[src/sec_pkg.sv]
// Package for the sound event counter: shared types, widths and register codes.
// No dependencies; imported by every module of the block.
`default_nettype none

package sec_pkg;

  localparam int unsigned BLOCK_SAMPLES_DEF = 256;

  localparam int unsigned SAMPLE_W = 32;
  localparam int unsigned LEVEL_W  = 16;
  localparam int unsigned MAG_W    = 17;
  localparam int unsigned SUM_W    = 24;
  localparam int unsigned SS_W     = 9;
  localparam int unsigned TIME_W   = 32;
  localparam int unsigned CNT_W    = 32;
  localparam int unsigned CFG_W    = 16;
  localparam int unsigned CFG_IDX_W = 2;
  localparam int unsigned DIV_CNT_W = $clog2(SUM_W);
  localparam int unsigned Q_DEPTH  = 2;

  localparam logic [15:0] THRESH_RST   = 16'd3000;
  localparam logic [15:0] COOLDOWN_RST = 16'd2000;
  localparam logic [15:0] LONGPR_RST   = 16'd2000;
  localparam logic [15:0] FLIPLIM_RST  = 16'hD334;  // -11468, -0.7 g

  localparam logic [CFG_IDX_W-1:0] REG_THRESHOLD = 2'd0;
  localparam logic [CFG_IDX_W-1:0] REG_COOLDOWN  = 2'd1;
  localparam logic [CFG_IDX_W-1:0] REG_LONG_PRESS = 2'd2;
  localparam logic [CFG_IDX_W-1:0] REG_FLIP_LIMIT = 2'd3;

  typedef enum logic [1:0] {
    OP_AUDIO  = 2'd0,
    OP_TICK   = 2'd1,
    OP_BUTTON = 2'd2,
    OP_ACCEL  = 2'd3
  } op_t;

  // Classified item as it travels from front to back.
  typedef struct packed {
    op_t                op;
    logic [MAG_W-1:0]   mag;
    logic               last;
    logic               btn_low;
    logic signed [15:0] accel;
  } cmd_t;

  typedef enum logic [1:0] {
    B_IDLE,
    B_DIV,
    B_FIN
  } bstate_t;

endpackage

`default_nettype wire

[src/sec_front.sv]
// Front end: takes input transactions, extracts the sample magnitude, pushes a command.
// Depends on sec_pkg.
`default_nettype none

module sec_front import sec_pkg::*; (
  input  wire logic                       in_valid,
  output logic                            in_ready,
  input  wire logic [1:0]                 in_op,
  input  wire logic signed [SAMPLE_W-1:0] in_sample_word,
  input  wire logic                       in_last_sample,
  input  wire logic                       in_button_low,
  input  wire logic signed [15:0]         in_accel_z,
  input  wire logic                       q_full,
  output logic                            q_push,
  output cmd_t                            q_wdata
);

  logic [LEVEL_W-1:0] smp;
  logic [MAG_W-1:0]   smp_ext;

  assign smp     = in_sample_word[23:8];
  assign smp_ext = {smp[LEVEL_W-1], smp};

  always_comb begin
    q_wdata.op      = op_t'(in_op);
    // -32768 gives 32768, hence the extra bit
    q_wdata.mag     = smp[LEVEL_W-1] ? (MAG_W'(0) - smp_ext) : smp_ext;
    q_wdata.last    = in_last_sample;
    q_wdata.btn_low = in_button_low;
    q_wdata.accel   = in_accel_z;
  end

  assign in_ready = !q_full;
  assign q_push   = in_valid && in_ready;

endmodule

`default_nettype wire

[src/sec_queue.sv]
// Short command queue between front and back ends.
// Depends on sec_pkg.
`default_nettype none

module sec_queue import sec_pkg::*; (
  input  wire logic clk,
  input  wire logic rst_n,
  input  wire logic push,
  input  cmd_t      wdata,
  output logic      full,
  input  wire logic pop,
  output logic      q_valid,
  output cmd_t      rdata
);

  localparam int unsigned PTR_W = (Q_DEPTH > 1) ? $clog2(Q_DEPTH) : 1;
  localparam int unsigned FILL_W = $clog2(Q_DEPTH + 1);

  cmd_t              mem [Q_DEPTH];
  logic [PTR_W-1:0]  wr_ptr_r, wr_ptr_nxt;
  logic [PTR_W-1:0]  rd_ptr_r, rd_ptr_nxt;
  logic [FILL_W-1:0] fill_r, fill_nxt;

  assign full    = (fill_r == FILL_W'(Q_DEPTH));
  assign q_valid = (fill_r != '0);
  assign rdata   = mem[rd_ptr_r];

  always_comb begin
    wr_ptr_nxt = wr_ptr_r;
    rd_ptr_nxt = rd_ptr_r;
    if (push) begin
      wr_ptr_nxt = (wr_ptr_r == PTR_W'(Q_DEPTH - 1)) ? '0 : wr_ptr_r + PTR_W'(1);
    end
    if (pop) begin
      rd_ptr_nxt = (rd_ptr_r == PTR_W'(Q_DEPTH - 1)) ? '0 : rd_ptr_r + PTR_W'(1);
    end
    fill_nxt = fill_r + FILL_W'(push) - FILL_W'(pop);
  end

  always_ff @(posedge clk) begin
    if (!rst_n) begin
      wr_ptr_r <= '0;
      rd_ptr_r <= '0;
      fill_r   <= '0;
    end else begin
      wr_ptr_r <= wr_ptr_nxt;
      rd_ptr_r <= rd_ptr_nxt;
      fill_r   <= fill_nxt;
    end
  end

  always_ff @(posedge clk) begin
    if (push) begin
      mem[wr_ptr_r] <= wdata;
    end
  end

  a_no_overflow: assert property (@(posedge clk) disable iff (!rst_n)
    full |-> !push)
    else $error("queue push while full");
  a_no_underflow: assert property (@(posedge clk) disable iff (!rst_n)
    !q_valid |-> !pop)
    else $error("queue pop while empty");
  a_fill_track: assert property (@(posedge clk) disable iff (!rst_n)
    (push && !pop) |=> fill_r == $past(fill_r) + FILL_W'(1))
    else $error("queue fill count lost a push");

endmodule

`default_nettype wire

[src/sec_back.sv]
// Back end: executes commands, runs the serial block-mean divider, holds the result register.
// Also holds the configuration registers. Depends on sec_pkg.
`default_nettype none

module sec_back import sec_pkg::*; #(
  parameter int unsigned BLOCK_SAMPLES = BLOCK_SAMPLES_DEF
) (
  input  wire logic                 clk,
  input  wire logic                 rst_n,
  input  wire logic                 cfg_we,
  input  wire logic [CFG_IDX_W-1:0] cfg_index,
  input  wire logic [CFG_W-1:0]     cfg_wdata,
  input  wire logic                 q_valid,
  input  cmd_t                      q_rdata,
  output logic                      q_pop,
  output logic                      out_valid,
  input  wire logic                 out_ready,
  output logic [CNT_W-1:0]          out_event_count,
  output logic                      out_triggered,
  output logic [LEVEL_W-1:0]        out_block_energy,
  output logic                      out_block_done,
  output logic                      out_listening,
  output logic                      out_flipped,
  output logic                      out_counter_cleared
);

  // configuration
  logic [15:0]        thresh_r, cooldown_r, long_press_r;
  logic signed [15:0] flip_limit_r;

  bstate_t state_r, state_nxt;

  logic [TIME_W-1:0]  now_r, now_nxt;
  logic [TIME_W-1:0]  last_trig_r, last_trig_nxt;
  logic [TIME_W-1:0]  press_start_r, press_start_nxt;
  logic [CNT_W-1:0]   count_r, count_nxt;
  logic [SUM_W-1:0]   sum_r, sum_nxt;
  logic [SS_W-1:0]    ss_r, ss_nxt;
  logic [LEVEL_W-1:0] energy_r, energy_nxt;
  logic               listen_r, listen_nxt;
  logic               flip_r, flip_nxt;
  logic               held_r, held_nxt;

  // divider: quotient shifts into the dividend register
  logic [SUM_W-1:0]     num_r, num_nxt;
  logic [SS_W-1:0]      den_r, den_nxt;
  logic [SS_W-1:0]      rem_r, rem_nxt;
  logic [DIV_CNT_W-1:0] dcnt_r, dcnt_nxt;
  logic [SS_W:0]        rem_sh;

  logic out_valid_r, out_valid_nxt;
  logic ld, ld_trig, ld_done, ld_clr;
  logic out_free;

  logic [TIME_W-1:0] since_trig, since_press;
  logic [SUM_W-1:0]  sum_add;
  logic [SS_W-1:0]   ss_add;

  logic [CNT_W-1:0]   oc_r;
  logic [LEVEL_W-1:0] oe_r;
  logic               ot_r, od_r, ol_r, of_r, ocl_r;

  assign out_free    = !out_valid_r || out_ready;
  assign since_trig  = now_r - last_trig_r;
  assign since_press = now_r - press_start_r;
  assign sum_add     = sum_r + SUM_W'(q_rdata.mag);
  assign ss_add      = ss_r + SS_W'(1);
  assign rem_sh      = {rem_r, num_r[SUM_W-1]};

  always_ff @(posedge clk) begin
    if (!rst_n) begin
      state_r <= B_IDLE;
    end else begin
      state_r <= state_nxt;
    end
  end

  always_comb begin
    state_nxt       = state_r;
    now_nxt         = now_r;
    last_trig_nxt   = last_trig_r;
    press_start_nxt = press_start_r;
    count_nxt       = count_r;
    sum_nxt         = sum_r;
    ss_nxt          = ss_r;
    energy_nxt      = energy_r;
    listen_nxt      = listen_r;
    flip_nxt        = flip_r;
    held_nxt        = held_r;
    num_nxt         = num_r;
    den_nxt         = den_r;
    rem_nxt         = rem_r;
    dcnt_nxt        = dcnt_r;
    q_pop           = 1'b0;
    ld              = 1'b0;
    ld_trig         = 1'b0;
    ld_done         = 1'b0;
    ld_clr          = 1'b0;

    unique case (state_r)
      B_IDLE: begin
        if (q_valid && out_free) begin
          q_pop = 1'b1;
          unique case (q_rdata.op)
            OP_AUDIO: begin
              if (q_rdata.last || (ss_add >= SS_W'(BLOCK_SAMPLES))) begin
                num_nxt   = sum_add;
                den_nxt   = (ss_add == '0) ? SS_W'(1) : ss_add;
                rem_nxt   = '0;
                dcnt_nxt  = '0;
                sum_nxt   = '0;
                ss_nxt    = '0;
                state_nxt = B_DIV;
              end else begin
                sum_nxt = sum_add;
                ss_nxt  = ss_add;
                ld      = 1'b1;
              end
            end
            OP_TICK: begin
              now_nxt = now_r + TIME_W'(1);
              ld      = 1'b1;
            end
            OP_BUTTON: begin
              ld = 1'b1;
              if (q_rdata.btn_low) begin
                if (!held_r) begin
                  press_start_nxt = now_r;
                  held_nxt        = 1'b1;
                end else if (since_press > TIME_W'(long_press_r)) begin
                  count_nxt = '0;
                  held_nxt  = 1'b0;
                  ld_clr    = 1'b1;
                end
              end else if (held_r) begin
                // short release toggles; exactly the long-press time does nothing
                if (since_press < TIME_W'(long_press_r)) begin
                  listen_nxt = !listen_r;
                end
                held_nxt = 1'b0;
              end
            end
            OP_ACCEL: begin
              flip_nxt = (q_rdata.accel < flip_limit_r);
              ld       = 1'b1;
            end
          endcase
        end
      end
      B_DIV: begin
        if (rem_sh >= {1'b0, den_r}) begin
          rem_nxt = SS_W'(rem_sh - {1'b0, den_r});
          num_nxt = {num_r[SUM_W-2:0], 1'b1};
        end else begin
          rem_nxt = rem_sh[SS_W-1:0];
          num_nxt = {num_r[SUM_W-2:0], 1'b0};
        end
        dcnt_nxt = dcnt_r + DIV_CNT_W'(1);
        if (dcnt_r == DIV_CNT_W'(SUM_W - 1)) begin
          state_nxt = B_FIN;
        end
      end
      B_FIN: begin
        if (out_free) begin
          energy_nxt = num_r[LEVEL_W-1:0];
          ld         = 1'b1;
          ld_done    = 1'b1;
          if (!flip_r && listen_r && (num_r[LEVEL_W-1:0] > thresh_r)
              && (since_trig > TIME_W'(cooldown_r))) begin
            last_trig_nxt = now_r;
            count_nxt     = count_r + CNT_W'(1);
            ld_trig       = 1'b1;
          end
          state_nxt = B_IDLE;
        end
      end
      default: state_nxt = B_IDLE;
    endcase

    out_valid_nxt = (out_valid_r && !out_ready) || ld;
  end

  always_ff @(posedge clk) begin
    if (!rst_n) begin
      now_r         <= '0;
      last_trig_r   <= '0;
      press_start_r <= '0;
      count_r       <= '0;
      sum_r         <= '0;
      ss_r          <= '0;
      energy_r      <= '0;
      listen_r      <= 1'b1;
      flip_r        <= 1'b0;
      held_r        <= 1'b0;
      out_valid_r   <= 1'b0;
      dcnt_r        <= '0;
    end else begin
      now_r         <= now_nxt;
      last_trig_r   <= last_trig_nxt;
      press_start_r <= press_start_nxt;
      count_r       <= count_nxt;
      sum_r         <= sum_nxt;
      ss_r          <= ss_nxt;
      energy_r      <= energy_nxt;
      listen_r      <= listen_nxt;
      flip_r        <= flip_nxt;
      held_r        <= held_nxt;
      out_valid_r   <= out_valid_nxt;
      dcnt_r        <= dcnt_nxt;
    end
  end

  always_ff @(posedge clk) begin
    num_r <= num_nxt;
    den_r <= den_nxt;
    rem_r <= rem_nxt;
  end

  always_ff @(posedge clk) begin
    if (!rst_n) begin
      thresh_r     <= THRESH_RST;
      cooldown_r   <= COOLDOWN_RST;
      long_press_r <= LONGPR_RST;
      flip_limit_r <= FLIPLIM_RST;
    end else if (cfg_we) begin
      unique case (cfg_index)
        REG_THRESHOLD:  thresh_r     <= cfg_wdata;
        REG_COOLDOWN:   cooldown_r   <= cfg_wdata;
        REG_LONG_PRESS: long_press_r <= cfg_wdata;
        REG_FLIP_LIMIT: flip_limit_r <= cfg_wdata;
      endcase
    end
  end

  // result register
  always_ff @(posedge clk) begin
    if (ld) begin
      oc_r  <= count_nxt;
      ot_r  <= ld_trig;
      oe_r  <= energy_nxt;
      od_r  <= ld_done;
      ol_r  <= listen_nxt;
      of_r  <= flip_nxt;
      ocl_r <= ld_clr;
    end
  end

  assign out_valid           = out_valid_r;
  assign out_event_count     = oc_r;
  assign out_triggered       = ot_r;
  assign out_block_energy    = oe_r;
  assign out_block_done      = od_r;
  assign out_listening       = ol_r;
  assign out_flipped         = of_r;
  assign out_counter_cleared = ocl_r;

  a_trig_in_block: assert property (@(posedge clk) disable iff (!rst_n)
    (ld && ld_trig) |-> ld_done)
    else $error("trigger outside a block close");
  a_trig_counts: assert property (@(posedge clk) disable iff (!rst_n)
    (ld && ld_trig) |=> count_r == $past(count_r) + CNT_W'(1))
    else $error("trigger did not advance the counter");
  a_div_len: assert property (@(posedge clk) disable iff (!rst_n)
    (state_r == B_DIV && dcnt_r == DIV_CNT_W'(SUM_W - 1)) |=> state_r == B_FIN)
    else $error("divider ran past its last step");
  a_no_pop_busy: assert property (@(posedge clk) disable iff (!rst_n)
    (state_r != B_IDLE) |-> !q_pop)
    else $error("command taken while divider busy");
  a_hold_result: assert property (@(posedge clk) disable iff (!rst_n)
    (out_valid_r && !out_ready) |-> !ld)
    else $error("result register overwritten while stalled");

endmodule

`default_nettype wire

[src/sound_event_counter_with_holdoff.sv]
// Top level of the sound event counter with hold-off.
// Depends on sec_pkg, sec_front, sec_queue and sec_back.
//
//  channel  ports                           direction  handshake
//  in       in_op .. in_accel_z             input      in_valid / in_ready
//  out      out_event_count .. out_counter_cleared  output  out_valid / out_ready
//  cfg      cfg_index, cfg_wdata            input      cfg_we, no wait
//
// Ticks, button and accelerometer items are each handled as the back end pops them while idle.
// An audio item that closes a block is accumulated while idle, then runs through the
// bit-serial restoring divider (one quotient bit per cycle) and is decided in the final state.
// Items queue in a two-entry buffer, so the input keeps taking transactions, until the
// buffer fills, while the back end divides or the result register waits on out_ready.
// Reset (rst_n low, synchronous) restores the register defaults and listening on.
`default_nettype none

module sound_event_counter_with_holdoff import sec_pkg::*; #(
  parameter int unsigned BLOCK_SAMPLES = BLOCK_SAMPLES_DEF
) (
  input  wire logic                       clk,
  input  wire logic                       rst_n,
  input  wire logic                       cfg_we,
  input  wire logic [CFG_IDX_W-1:0]       cfg_index,
  input  wire logic [CFG_W-1:0]           cfg_wdata,
  input  wire logic                       in_valid,
  output logic                            in_ready,
  input  wire logic [1:0]                 in_op,
  input  wire logic signed [SAMPLE_W-1:0] in_sample_word,
  input  wire logic                       in_last_sample,
  input  wire logic                       in_button_low,
  input  wire logic signed [15:0]         in_accel_z,
  output logic                            out_valid,
  input  wire logic                       out_ready,
  output logic [CNT_W-1:0]                out_event_count,
  output logic                            out_triggered,
  output logic [LEVEL_W-1:0]              out_block_energy,
  output logic                            out_block_done,
  output logic                            out_listening,
  output logic                            out_flipped,
  output logic                            out_counter_cleared
);

  logic q_full, q_push, q_pop, q_valid;
  cmd_t q_wdata, q_rdata;

  sec_front u_front (
    .in_valid       (in_valid),
    .in_ready       (in_ready),
    .in_op          (in_op),
    .in_sample_word (in_sample_word),
    .in_last_sample (in_last_sample),
    .in_button_low  (in_button_low),
    .in_accel_z     (in_accel_z),
    .q_full         (q_full),
    .q_push         (q_push),
    .q_wdata        (q_wdata)
  );

  sec_queue u_queue (
    .clk     (clk),
    .rst_n   (rst_n),
    .push    (q_push),
    .wdata   (q_wdata),
    .full    (q_full),
    .pop     (q_pop),
    .q_valid (q_valid),
    .rdata   (q_rdata)
  );

  sec_back #(
    .BLOCK_SAMPLES (BLOCK_SAMPLES)
  ) u_back (
    .clk                 (clk),
    .rst_n               (rst_n),
    .cfg_we              (cfg_we),
    .cfg_index           (cfg_index),
    .cfg_wdata           (cfg_wdata),
    .q_valid             (q_valid),
    .q_rdata             (q_rdata),
    .q_pop               (q_pop),
    .out_valid           (out_valid),
    .out_ready           (out_ready),
    .out_event_count     (out_event_count),
    .out_triggered       (out_triggered),
    .out_block_energy    (out_block_energy),
    .out_block_done      (out_block_done),
    .out_listening       (out_listening),
    .out_flipped         (out_flipped),
    .out_counter_cleared (out_counter_cleared)
  );

endmodule

`default_nettype wire
[config.mk]
export PLATFORM = sky130hd
export DESIGN_NAME = sound_event_counter_with_holdoff
export DESIGN_NICKNAME = d
export VERILOG_FILES = /design/src/sec_pkg.sv /design/src/sec_front.sv /design/src/sec_queue.sv /design/src/sec_back.sv /design/src/sound_event_counter_with_holdoff.sv
export SDC_FILE = /design/constraint.sdc
export NUM_CORES = 1
export LEC_CHECK = 0
export ABC_AREA = 1
export BUFFER_PORTS_ARGS = -buffer_cell sky130_fd_sc_hd__buf_2
export CELL_PAD_IN_SITES_DETAIL_PLACEMENT = 0
export CELL_PAD_IN_SITES_GLOBAL_PLACEMENT = 1
export CORE_MARGIN = 5
export CORE_UTILIZATION = 42
export CTS_CLUSTER_SIZE = 40
export DETAILED_ROUTE_END_ITERATION = 10
export PLACE_DENSITY_LB_ADDON = 0.08
export SYNTH_ARGS = -nofsm -noshare
export SYNTH_HDL_FRONTEND = slang
export SYNTH_SLANG_ARGS = --single-unit
export TNS_END_PERCENT = 1
[constraint.sdc]
create_clock -name clk -period 3.3 [get_ports clk]
set_input_delay 0.825 -clock clk [delete_from_list [all_inputs] [get_ports clk]]
set_output_delay 0.825 -clock clk [all_outputs]
set_load 0.005 [all_outputs]
# --- Yosys cells after proc, flatten, opt, wreduce, memory -nomap -nowiden ---
# Memory sizes are Yosys's and may differ from the RTL's. A register that Yosys moved wholly into a read port is not among the register bits.
# Index checks and enable logic that the tools add are counted.
word_totals:
  ff_bits: 351
  ram_bits: 74
  output_inout_bits: 55
  mem_count: 1
memory_table:
  columns: ["memory", "depth", "width", "read_ports", "rd_ports_with_merged_regs", "write_ports", "line_no", "text"]
  rows:
  - ["u_queue.mem", 2, 37, 1, 1, 1, "sec_queue.sv:19", "cmd_t mem [Q_DEPTH];"]
op_classes:
  add_sub_neg: 13
  magnitude_cmp: 7
  eq_ne: 15
  n_mux: 60
  bitwise: 1
  reduce_logical: 35
ops:
  columns: ["operator", "n"]
  rows:
  - ["32-bit two-way mux", 7]
  - ["24-bit two-way mux", 4]
  - ["32-bit by 1-bit adder with 32-bit output, second input constant", 2]
  - ["32-bit by 16-bit greater-than comparator with 1-bit output", 2]
  - ["32-bit one-hot mux with 2 select lines", 1]
  - ["32-bit subtractor", 2]
  - ["24-bit one-hot mux with 2 select lines", 1]
  - ["9-bit two-way mux", 5]
  - ["32-bit by 16-bit < comparator with 1-bit output", 1]
  - ["16-bit two-way mux", 2]
  - ["1-bit two-way mux", 26]
  - ["24-bit by 17-bit adder with 24-bit output", 1]
  - ["9-bit one-hot mux with 2 select lines", 1]
  - ["17-bit two-way mux", 1]
  - ["1-bit by 16-bit subtractor with 17-bit output, first input constant", 1]
  - ["16-bit greater-than comparator", 1]
  - ["16-bit < comparator", 1]
  - ["5-bit two-way mux", 3]
  - ["5-bit AND reduction", 3]
  - ["2-bit equality test, second input constant", 6]
  - ["3-bit AND reduction", 4]
  - ["10-bit by 9-bit >= comparator with 1-bit output", 1]
  - ["2-bit two-way mux", 5]
  - ["5-bit one-hot mux with 2 select lines", 1]
  - ["other kinds (23)", 49]

# --- Depth between registers and ports, before layout ---
depth:
  ltp_word: 8
  depth_mapped: 33
  depth_no_buf: 32

# --- Cells and area by module ---
# From an unflattened synthesis, not the netlist that was laid out.
unflattened:
  hier_cells: 3407
  area_unflattened_um2: 25619.6
modules_own_cells:
  columns: ["mod", "instances", "cells_per_inst", "area_per_inst_um2", "seq_area_each_um2"]
  rows:
  - ["sec_back", 1, 3144, 21934.8, 7897.6]
  - ["sec_queue", 1, 148, 3047.9, 2322.2]
  - ["sec_front", 1, 115, 636.9, 0.0]

# --- Least setup slack after synthesis ---
# No wires, ideal clock.
synth_timing:
  path_kind: "flip-flop to flip-flop"
  from: "register u_back.now_r[0]"
  to: "register u_back.oc_r[29] (netlist: u_back.out_event_count[29]) (data pin)"
  setup_ns: 0.256
  arrival_time_ns: 3.323
  required_time_ns: 3.044
  setup_slack_ns: -0.280
  path_stages_with_launch: 34
  n_path_buf: 1
  cell_sequence: "dfxtp_1 inv_1 ha_1 inv_1 fa_1 nand2_1 nand2_1 nand3_1 nand2_2 nand2_1 nand2_2 xor2_1 ha_1 nand2_1 nor2_1 nand2_1 inv_1 nand2_1 nand2_1 nor2_1 nor2_1 nor2_1 nand2_1 nor2_1 nand2_1 nor2_1 nand2_1 nand2_1 buf_2 nand2_1 nand2_1 nand2_1 nand3_1 nand2_1"
synth_between:
  elab_chain_len: 8
  elab_cells_between_ends: 13
  cone_classes: "add/sub: 2; order compare: 2; mux: 8; reduce/logical: 1"
synth_lines:
  columns: ["element", "line_no", "text"]
  rows:
  - ["start, declared", "sec_back.sv:33", "logic [TIME_W-1:0] now_r, now_nxt;"]
  - ["start signal, assigned", "sec_back.sv:198", "now_r <= now_nxt;"]
  - ["32-bit subtractor", "sec_back.sv:65", "assign since_press = now_r - press_start_r;"]
  - ["32-bit by 16-bit greater-than comparator with 1-bit output", "sec_back.sv:130", "end else if (since_press > TIME_W'(long_press_r)) begin"]
  - ["32-bit two-way mux", "sec_back.sv:130", null]
  - ["32-bit two-way mux", "sec_back.sv:127", "if (!held_r) begin"]
  - ["32-bit two-way mux", "sec_back.sv:126", "if (q_rdata.btn_low) begin"]
  - ["32-bit two-way mux", "sec_back.sv:104", "unique case (q_rdata.op)"]
  - ["32-bit two-way mux", "sec_back.sv:102", "if (q_valid && out_free) begin"]
  - ["32-bit one-hot mux with 2 select lines *", "sec_back.sv:100", "unique case (state_r)"]
  - ["via u_back.count_nxt[29]", "sec_back.sv:36", "logic [CNT_W-1:0] count_r, count_nxt;"]
  - ["end signal, assigned", "sec_back.sv:238", "oc_r <= count_nxt;"]
  - ["end, declared", "sec_back.sv:59", "logic [CNT_W-1:0] oc_r;"]
# Mark *: on every way through the listed nets, which the timed path passes. The rest lies on a longest branch.
# A chain may end at the register's enable or synchronous reset.

# --- Final worst setup path ---
layout_timing:
  from: "register u_back.now_r[0]"
  to: "register u_back.oc_r[9] (netlist: u_back.out_event_count[9]) (data pin)"
# Same word-level chain as after synthesis.

==> key figures <==
STA
  • Slew headroom: 45.4%
  • Fin. max-slew vios: 0
  • Pin slew with the least headroom to its limit: 0.818 ns
  • Crit path time final: 3.83 ns
  • Final period utilization: 116%
  • # setup viols final: 100
  • Fmax: 261 MHz
  • Final WS setup: -0.527 ns
  • Clk_skew: 0.0420 ns
  • Final count of hold timing violations: 0
  • RSZ-0062 raised after global routing: yes

Floorplan
  • Rows: 90
  • Die area: 65900 um2
  • Die Span Y: 257 um
  • Starting Density: 42.3%
  • Die W: 257 um
  • Core Area: 60400 um2
  • # IOs: 130

Layout
  • Fraction of layout cells with a size suffix above 1: 19.2%
  • Final instance area: 31800 um2
  • P&R area growth vs syn: 24.5%
  • Final #Nets: 4121

Worst setup path
  • Reg2reg path depth: 32
  • CP Class: reg -> reg
  • Startpoint Class: flop
  • Critical Path AT: 4.14 ns
  • Crit path largest cell delay: 0.37 ns
  • R2r setup slk: -0.53 ns
  • CP top delay family: simple AND/OR/NAND/NOR gates
  • Worst r2r src: u_back.now_r[0]
  • Worst-path maximum fanout: 21
  • Setup crit end kind: flop
  • Crit path buf inv count: 5
  • Critical R2R Capture: u_back.out_event_count[9]
  • Slowest CP cell: fa_2
  • CP Data Required Time: 3.62 ns

Status
  • Outcome: complete, but fails checks
  • Failing checks: negative setup slack

CTS
  • Root buffer cell: clkbuf_16
  • Clock Sink Count: 426
  • Clock slew at reported path FFs: 0.06 ns
  • Hold Buf Count CTS: 0
  • TritonCTS clock tree: built
  • Cts bufs inserted: 50
  • Worst-Skew Late Latency: 0.61 ns
  • Clock tree buffer depth: 3
  • H-tree depth: 2

Yosys
  • Main flop type after synthesis: dfxtp_1
  • Yosys warns: 0
  • Mapped Avg Cell Area: 7.32 um2
  • Post-synth EDFFs: 169
  • Cells after Synth: 3491
  • Yosys cell types: 57
  • Post-synthesis cell area: 25500 um2
  • #FFs+latches synth: 426
  • Sequential area share after synthesis: 40.0%
  • Ys async rst share: 0%

Placement
  • Detailed placer's ending HPWL: 60.4 mm
  • Placed Instance Area: 29200 um2
  • PortBufs: 113
  • Dpl ws: -0.815 ns
  • RePlAce Congestion: 0.882

Global routing
  • Vias in the first global route: 22.4k
  • Antenna violations before repair: 4
  • Global-route usage over all layers: 23.0%
  • Total gr overflow: 0
  • Largest net degree at the start of global routing: 160
  • First-pass GRT wire length: 123 mm

Min path
  • Start point of the worst hold path: in_accel_z[2]
  • Worst Hold Path Cells: 1
  • Hold WC Path Type: in -> reg
  • Hold EP: u_queue.mem[1][2]

Power and ir drop
  • Leakage: 15.0 nW
  • Power per cell area: 689 nW/um2
  • Final Power: 0.0219 W
  • VDD IR max: 469 uV

Detailed routing
  • Wire length per cell: 16.6 um
  • Post-DRT Antenna Nets: 0
  • Total number of vias: 23.6k
  • DRT Pass-1 Iters: 5
  • Met1 WL: 39.0 mm
  • WL met3: 4.41 mm
  • Uppermost routed layer: met5
  • Iteration-0 DRC Markers: 1485
  • Vias per cell: 5.02
  • Wirelength, routed: 78.3 mm
  • DRC: 0
  • WL met2: 33.7 mm

Run
  • Max cap viols: 0
-- cells by family (layout without fill, tap and decap cells) --
group,after synthesis,after routing,synth area share (%)
flops,426,426,40.0
xor+xnor,92,92,3.15
other cells,1,3,0.0147
simple gates,1590,1590,26.3
fa+ha+maj,163,163,8.10
mux,34,34,1.49
buf+inv,670,1103,10.1
compound gates,515,515,10.8
-- where the power goes --
part	total [W]	internal, W	switching [W]	leakage, nW
Clock	0.00574	0.00346	0.00228	0.845
Sequential	0.00664	0.00635	0.000288	3.68
Combinational	0.00956	0.00389	0.00566	10.5
-- final cells by class --
class | count | area (um2)
clock inverter | 26 | 324
fill | 5846 | 28600
clock buffer | 68 | 1400
sequential | 426 | 10200
timing repair buffer | 427 | 3130
multi-input combinational | 2396 | 13600
inverter | 582 | 2190
tap | 782 | 978
antenna | 1 | 2.50
-- layer usage --
metal | vias to the layer above | track usage (%)
met5 | - | 0
met4 | 2 | 4.15
met3 | 84 | 2.88
met2 | 530 | 35.5
met1 | 11000 | 34.8
li1 | 12100 | -
-- per-stage QoR --
stage / TNS (ns) / hold WS, ns / util [%] / instances
2_1_floorplan: -2.22 / 0.425 / - / 3492
3_3_place_gp: -60.27 / 0.444 / 48.4 / 4608
3_5_place_dp: -63.22 / 0.453 / 48.4 / 4608
4_1_cts: -36.40 / 0.369 / 52.2 / 4707
5_1_grt: -58.34 / 0.381 / 52.7 / 4707
6_report: -38.44 / 0.403 / 52.7 / 4708
-- worst max path at each step --
stage,end,from,depth (start not counted)
2_1_floorplan,u_back.out_event_count[13],u_back.now_r[0],32
3_3_place_gp,u_back.out_event_count[26],u_back.now_r[0],34
3_5_place_dp,u_back.count_r[15],u_back.now_r[0],33
4_1_cts,u_back.out_event_count[16],u_back.now_r[0],32
5_1_grt,u_back.count_r[15],u_back.now_r[0],35
6_report,u_back.out_event_count[9],u_back.now_r[0],32
-- Yosys cell counts, drive strengths merged (26+ instances only) --
cell type	number	area, um2
nand2	996	3800
inv	580	2180
a21oi	287	1480
dfxtp	257	5140
nor2	248	993
nand3	194	1010
edfxtp	169	5070
o21ai	168	841
ha	159	1990
xor2	73	639
clkbuf	64	240
nand4	57	357
nor3	51	277
mux2	32	360
o211ai	26	195
-- registers in the layout (all words and copies together) (netlist names), 5 cells and up, named ones only --
| register | count |
|---|---|
| u_back.flip_limit_r | 16 |
| u_back.press_start_r | 32 |
| u_back.energy_r | 16 |
| u_back.dcnt_r | 5 |
| u_back.out_event_count | 32 |
| u_back.long_press_r | 16 |
| u_back.count_r | 32 |
| u_back.last_trig_r | 32 |
| u_back.now_r | 32 |
| u_back.den_r | 9 |
| u_back.sum_r | 24 |
| u_back.num_r | 24 |
| u_back.ss_r | 9 |
| u_back.rem_r | 9 |
| u_back.cooldown_r | 16 |
| u_back.thresh_r | 16 |
| u_back.out_block_energy | 16 |
| u_queue.mem | 74 |
-- cell usage in the layout, fill, tap and decap left out, drive strengths merged, types with 19 or more instances in the layout --
| cell type | n |
|---|---|
| dfxtp | 257 |
| buf | 427 |
| nand4 | 57 |
| a21oi | 287 |
| clkbuf | 68 |
| o21ai | 168 |
| xor2 | 73 |
| o211ai | 26 |
| nor2 | 248 |
| nand3 | 194 |
| nor4 | 19 |
| ha | 159 |
| inv | 582 |
| nand2 | 996 |
| mux2 | 32 |
| nor3 | 51 |
| edfxtp | 169 |
| xnor2 | 19 |
-- what timing repair did --
action                                  4_1_cts  5_1_grt
endpoints found under the setup margin      101      111
resized for setup                           118       73
buffers inserted                              4        1
pin swaps                                    35       29
cloned                                        2        0
(Power assumes the default switching activity.)
